===== config.mk =====
export PLATFORM = sky130hd
export DESIGN_NAME = vnf_setup
export DESIGN_NICKNAME = d
export VERILOG_FILES = /design/src/hdl/vnf_pkg.sv /design/src/hdl/vnf_setup.sv
export SDC_FILE = /design/constraint.sdc
export NUM_CORES = 2
export LEC_CHECK = 0
export BUFFER_PORTS_ARGS = -buffer_cell sky130_fd_sc_hd__buf_2
export CAP_MARGIN = 20
export CORE_ASPECT_RATIO = 0.8
export CORE_MARGIN = 4
export CORE_UTILIZATION = 50
export CTS_BUF_LIST = sky130_fd_sc_hd__clkbuf_8
export DETAILED_ROUTE_END_ITERATION = 16
export GPL_TIMING_DRIVEN = 0
export HOLD_SLACK_MARGIN = 0.15
export PLACE_DENSITY = 0.78
export SLEW_MARGIN = 10
export SYNTH_ARGS = -nofsm -noshare
export SYNTH_HDL_FRONTEND = slang
export SYNTH_SLANG_ARGS = --single-unit

===== constraint.sdc =====
create_clock -name clk -period 24.4 [get_ports clk]
set_clock_uncertainty 0.1 [all_clocks]
set_input_delay 3.66 -clock clk [delete_from_list [all_inputs] [get_ports clk]]
set_output_delay 3.66 -clock clk [all_outputs]
set_load 0.01 [all_outputs]

===== src/hdl/vnf_pkg.sv =====
// Shared constants and types for the fractal value noise block.
// Used by vnf_setup, vnf_octave and value_noise_fbm_2d; depends on nothing.
`default_nettype none

package vnf_pkg;

	localparam int MAX_OCTAVES_DEF     = 8;
	localparam int COORD_FRAC_BITS_DEF = 16;

	// Hash multipliers and the per-octave seed step.
	localparam logic [31:0] HASH_A    = 32'h9E3779B9;
	localparam logic [31:0] HASH_B    = 32'h85EBCA6B;
	localparam logic [31:0] HASH_C    = 32'h7FEB352D;
	localparam logic [31:0] HASH_D    = 32'h846CA68B;
	localparam int          SEED_STEP = 1013;

	// Three in Q2.16, used by the smoothstep fade.
	localparam logic [17:0] FADE_THREE = 18'd196608;

	localparam logic [16:0] ONE_Q16 = 17'd65536;

	// Configuration register map.
	localparam int CFG_IDX_W  = 2;
	localparam int CFG_DATA_W = 17;
	typedef enum logic [CFG_IDX_W-1:0] {
		REG_OCTAVES = 2'd0,
		REG_PERSIST = 2'd1,
		REG_LACUN   = 2'd2
	} cfg_reg_t;

	localparam logic [3:0]  OCTAVES_RST = 4'd2;
	localparam logic [16:0] PERSIST_RST = 17'd36045;
	localparam logic [10:0] LACUN_RST   = 11'd512;

	// Pipeline depth: stages inside an octave lane and in the whole block.
	localparam int LANE_STAGES = 10;
	localparam int PIPE_STAGES = 14;

endpackage

`default_nettype wire


===== src/hdl/vnf_setup.sv =====
// Configuration registers and the per-octave table builder of the noise block.
// Builds frequency and weight tables and the normalising reciprocal; uses vnf_pkg.
`default_nettype none

module vnf_setup #(
	parameter int MAX_OCTAVES = vnf_pkg::MAX_OCTAVES_DEF
) (
	input  wire logic                                  clk,
	input  wire logic                                  arst_n,
	input  wire logic                                  cfg_we,
	input  wire logic [vnf_pkg::CFG_IDX_W-1:0]         cfg_index,
	input  wire logic [vnf_pkg::CFG_DATA_W-1:0]        cfg_data,
	output logic [47:0]                                freq_tab [MAX_OCTAVES],
	output logic [16:0]                                wt_tab [MAX_OCTAVES],
	output logic [17+$clog2(MAX_OCTAVES)-1:0]          norm,
	output logic [32+$clog2(MAX_OCTAVES)-15-1:0]       recip,
	output logic                                       done
);

	localparam int LOG_OCT = $clog2(MAX_OCTAVES);
	localparam int NORM_W  = 17 + LOG_OCT;
	localparam int SUM_W   = 32 + LOG_OCT;
	localparam int RCP_W   = SUM_W - 15;
	localparam int NW      = $clog2(MAX_OCTAVES + 1);
	localparam int IDX_W   = (MAX_OCTAVES > 1) ? $clog2(MAX_OCTAVES) : 1;
	localparam int DIV_W   = $clog2(SUM_W + 1);

	typedef enum logic [1:0] {ST_TABLE, ST_DIV, ST_DONE} state_t;

	state_t              state_q;
	logic [3:0]          octaves_q;
	logic [16:0]         persist_q;
	logic [10:0]         lacun_q;
	logic [NW-1:0]       cnt_q;
	logic [DIV_W-1:0]    div_cnt_q;
	logic [63:0]         freq_q;
	logic [16:0]         amp_q;
	logic [NORM_W-1:0]   norm_q;
	logic [NORM_W:0]     rem_q;
	logic [RCP_W-1:0]    recip_q;

	logic [NW-1:0]       n_eff;
	logic [16:0]         p_sat;
	logic [16:0]         wt_n;
	logic [33:0]         amp_prod;
	logic [74:0]         freq_prod;
	logic [NORM_W:0]     div_try;
	logic                div_ge;

	always_comb begin
		if (octaves_q == 4'd0) begin
			n_eff = NW'(1);
		end else if (32'(octaves_q) > MAX_OCTAVES) begin
			n_eff = NW'(MAX_OCTAVES);
		end else begin
			n_eff = NW'(octaves_q);
		end
	end

	assign p_sat     = (persist_q > vnf_pkg::ONE_Q16) ? vnf_pkg::ONE_Q16 : persist_q;
	assign wt_n      = (cnt_q < n_eff) ? amp_q : 17'd0;
	assign amp_prod  = {17'd0, amp_q} * {17'd0, p_sat};
	assign freq_prod = {11'd0, freq_q} * {64'd0, lacun_q};

	// Restoring division of 2^SUM_W by the amplitude sum, one bit per cycle.
	assign div_try = {rem_q[NORM_W-1:0], (div_cnt_q == DIV_W'(0))};
	assign div_ge  = div_try >= {1'b0, norm_q};

	always_ff @(posedge clk or negedge arst_n) begin
		if (!arst_n) begin
			state_q   <= ST_TABLE;
			octaves_q <= vnf_pkg::OCTAVES_RST;
			persist_q <= vnf_pkg::PERSIST_RST;
			lacun_q   <= vnf_pkg::LACUN_RST;
			cnt_q     <= '0;
			div_cnt_q <= '0;
			freq_q    <= 64'd65536;
			amp_q     <= vnf_pkg::ONE_Q16;
			norm_q    <= '0;
			rem_q     <= '0;
			recip_q   <= '0;
		end else if (cfg_we) begin
			unique case (cfg_index)
				vnf_pkg::REG_OCTAVES: octaves_q <= cfg_data[3:0];
				vnf_pkg::REG_PERSIST: persist_q <= cfg_data;
				vnf_pkg::REG_LACUN:   lacun_q   <= cfg_data[10:0];
				default: ;
			endcase
			state_q   <= ST_TABLE;
			cnt_q     <= '0;
			div_cnt_q <= '0;
			freq_q    <= 64'd65536;
			amp_q     <= vnf_pkg::ONE_Q16;
			norm_q    <= '0;
			rem_q     <= '0;
			recip_q   <= '0;
		end else begin
			unique case (state_q)
				ST_TABLE: begin
					norm_q <= norm_q + NORM_W'(wt_n);
					amp_q  <= amp_prod[32:16];
					freq_q <= freq_prod[71:8];
					cnt_q  <= cnt_q + NW'(1);
					if (cnt_q == NW'(MAX_OCTAVES - 1)) begin
						state_q <= ST_DIV;
					end
				end
				ST_DIV: begin
					rem_q     <= div_ge ? (div_try - {1'b0, norm_q}) : div_try;
					recip_q   <= {recip_q[RCP_W-2:0], div_ge};
					div_cnt_q <= div_cnt_q + DIV_W'(1);
					if (div_cnt_q == DIV_W'(SUM_W)) begin
						state_q <= ST_DONE;
					end
				end
				ST_DONE: ;
				default: state_q <= ST_TABLE;
			endcase
		end
	end

	always_ff @(posedge clk) begin
		if (state_q == ST_TABLE && !cfg_we) begin
			freq_tab[cnt_q[IDX_W-1:0]] <= freq_q[47:0];
			wt_tab[cnt_q[IDX_W-1:0]]   <= wt_n;
		end
	end

	assign norm  = norm_q;
	assign recip = recip_q;
	assign done  = (state_q == ST_DONE);

endmodule

`default_nettype wire


==> impl_metrics.ini <==
[outcome]
status = finished clean

[timing]
hold_ws_ns = 0.429
rsz0062_at_grt = no
fin_setup_tns_ns = 0
period_minus_slack_ns = 9.54
final_hold_viol_count = 0
period_share = 0.391
slew_headroom = 0.151
worst_pin_slew_ns = 1.27
setup_viol = 0
max_freq_mhz = 105
slew_viol_final = 0
final.setup.worst_slack_ns = 14.86

[clock_network]
cts_sinks = 705
cts.repair.resized = 0
ctsLongestPathBuffers = 3
clk_latency_ns = 0.86
cts_buffers = 108
h-tree-depth = 3
clock-root-buffer = clkbuf_8
path_clk_slew_ns = 0.08
ctsHoldBuffers = 0
cts_setup_buffers = 0
cts_tree = done

[yosys]
ys_seq_area_frac = 0.376
ys_seq_elements = 705
syn-num-nets = 5823
yosys_most_used_dff = edfxtp_1
async_flop_share = 0.262
synth_area_leaders = edfxtp_1 (29%), fa_1 (29%), dfrtp_1 (8.0%), nand2_1 (6.2%), ha_1 (5.6%)
synth_edf_count = 520
synth_cells = 4783
yosysUniqueCellTypes = 77
synth_top_area_frac = 0.290
yosysWarnings = 0
netlist_area_sq_um = 53800
synth_largest_area_cell = edfxtp_1
avgSynthCellArea_sq_um = 11.3

[placement]
port_buffers = 581
dp_hpwl_um = 129000
place.gp.congestion = 0.977
pre_cts_ws_ns = 15.08
placed_cells = 6855

[critical_path]
r2r-end = amp_q[15]$_DFFE_PN0P_
critical_path_arrival_ns = 10.15
max_stage_delay_ns = 0.99
rr_worst_depth = 28
cp-end-kind = register
critPathLaunch = persist_q[12]$_DFFE_PN0P_
cp_slowest_cell = nor2b_1
criticalPathCategory = reg2reg
r2r_setup_slack_ns = 14.86
cp-endpoint = amp_q[15]$_DFFE_PN0P_
crit_top_cell = fa_1
start_kind = register
reg2reg_from = persist_q[12]$_DFFE_PN0P_
path_max_fanout = 10
critPathRequiredTime_ns = 25.01

[global_routing]
grt_antenna_before_repair = 10
grt_overflow_total = 0
track_usage = 0.290
grt_max_degree = 86
grt_pass1_vias = 41100
grt_pass1_wl_um = 247000

[floorplanning]
rows = 107
pin_count = 583
initial_utilization = 0.504
dieArea_sq_um = 113000
die_height_um = 301
fp.dieW_um = 375
coreArea_sq_um = 107000

[cells_and_area]
fill_cells = 8749
final_common_cell = nand2_1
drive_above_1_share = 0.155
finalNonFillerCells = 7058
synthToLayoutAreaGrowth_pct = 14.1
nets = 6589
most-common-layout-cells = nand2_1 (894), fa_1 (777), inv_1 (654), buf_2 (584), edfxtp_1 (520)

[drt]
drc_errors = 0
vias_per_cell = 5.58
routed_wl_um = 162000
num_vias = 39400
avgRoutedWirePerCell_um = 23.0
ant_nets = 0
drtPass1Iterations = 6
drt_iter0_markers = 4137

[worst_hold_path]
hold_class = reg2reg

[run]
drv_cap = 0
-- synthesized netlist by cell type, types with 10 or more instances --
cell type / count
xor2_1: 49
mux2i_1: 14
nand3_1: 24
a211oi_1: 27
ha_1: 241
fa_1: 777
xnor2_1: 75
nor2_1: 94
o21ai_1: 31
nor3_1: 20
nor2b_1: 37
o21a_1: 12
nand2_1: 894
dfrtp_1: 173
dfstp_2: 12
nand2b_1: 15
buf_1: 16
o211ai_1: 10
clkbuf_1: 247
edfxtp_1: 520
nand4_1: 30
o21bai_1: 16
and3_1: 12
o21ai_0: 75
inv_1: 616
a21oi_1: 171
a31oi_1: 19
a21o_1: 66
mux2_2: 31
and2_1: 345
-- final cells by class --
| class | count | area (sq um) | area share |
|---|---|---|---|
| antenna | 4 | 10.0 | 0.000163 |
| buffer | 266 | 1000 | 0.0163 |
| clock buffer | 118 | 1620 | 0.0264 |
| clock inverter | 80 | 514 | 0.00837 |
| inverter | 616 | 2310 | 0.0377 |
| multi-input combinational | 3196 | 30300 | 0.493 |
| sequential | 705 | 20300 | 0.330 |
| tap | 1417 | 1770 | 0.0289 |
| timing repair buffer | 656 | 3610 | 0.0588 |
-- kinds of logic (layout without fill, tap and decap cells) --
logic type / count (synthesis) / after routing / share of synthesized area
buffers and inverters: 882 / 1736 / 0.0616
XOR/XNOR: 124 / 124 / 0.0202
flip-flops: 705 / 705 / 0.376
other: 0 / 4 / 0
multiplexers: 45 / 45 / 0.00909
AND/OR/NAND/NOR: 1518 / 1518 / 0.130
AO/OA/AOI/OAI: 491 / 491 / 0.0574
adder cells (fa/ha/maj): 1018 / 1018 / 0.345
-- layer usage --
layer,share of wire,track usage
met1,0.40,0.401
met2,0.43,0.428
met3,0.13,0.0979
met4,0.040,0.112
met5,0.00038,0
-- worst min path at each step --
stage                             start                  endpoint  slack (ns)  depth (start not counted)
2_1_floorplan  octaves_q[0]$_DFFE_PN0P_  octaves_q[0]$_DFFE_PN0P_        0.38                          1
6_report       persist_q[1]$_DFFE_PN0P_  persist_q[1]$_DFFE_PN0P_        0.43                          1
5_1_grt        persist_q[1]$_DFFE_PN0P_  persist_q[1]$_DFFE_PN0P_        0.45                          1
4_1_cts        octaves_q[0]$_DFFE_PN0P_  octaves_q[0]$_DFFE_PN0P_        0.43                          1
3_3_place_gp   octaves_q[0]$_DFFE_PN0P_  octaves_q[0]$_DFFE_PN0P_        0.40                          1
3_5_place_dp   octaves_q[0]$_DFFE_PN0P_  octaves_q[0]$_DFFE_PN0P_        0.41                          1
-- stage by stage --
step	area, sq um	util
3_3_place_gp	58500	0.548
4_1_cts	61400	0.575
3_5_place_dp	59200	0.555
5_1_grt	61400	0.575
2_1_floorplan	53800	-
6_report	61400	0.575
-- registers in the layout, indices dropped and copies added, names as in the netlist --
name       count
norm          20
rem_q         20
amp_q         17
recip         20
freq_q        64
div_cnt_q      6
freq_tab     384
lacun_q       11
state_q        2
persist_q     17
cnt_q          4
octaves_q      4
wt_tab       136
-- critical path: cells and delay by family, from the launching register on --
kind	cells	cell delay, ns
AOI/OAI and AO/OA	11	2.75
xor gates and xnor gates	1	0.17
adders and majority gates	7	3.14
buffers and inverters	5	0.83
DFF	1	0.42
and+or+nand+nor	4	1.97
Power is not shown: default switching activity piles up to over one toggle a cycle in this logic, so the estimate is an artifact.
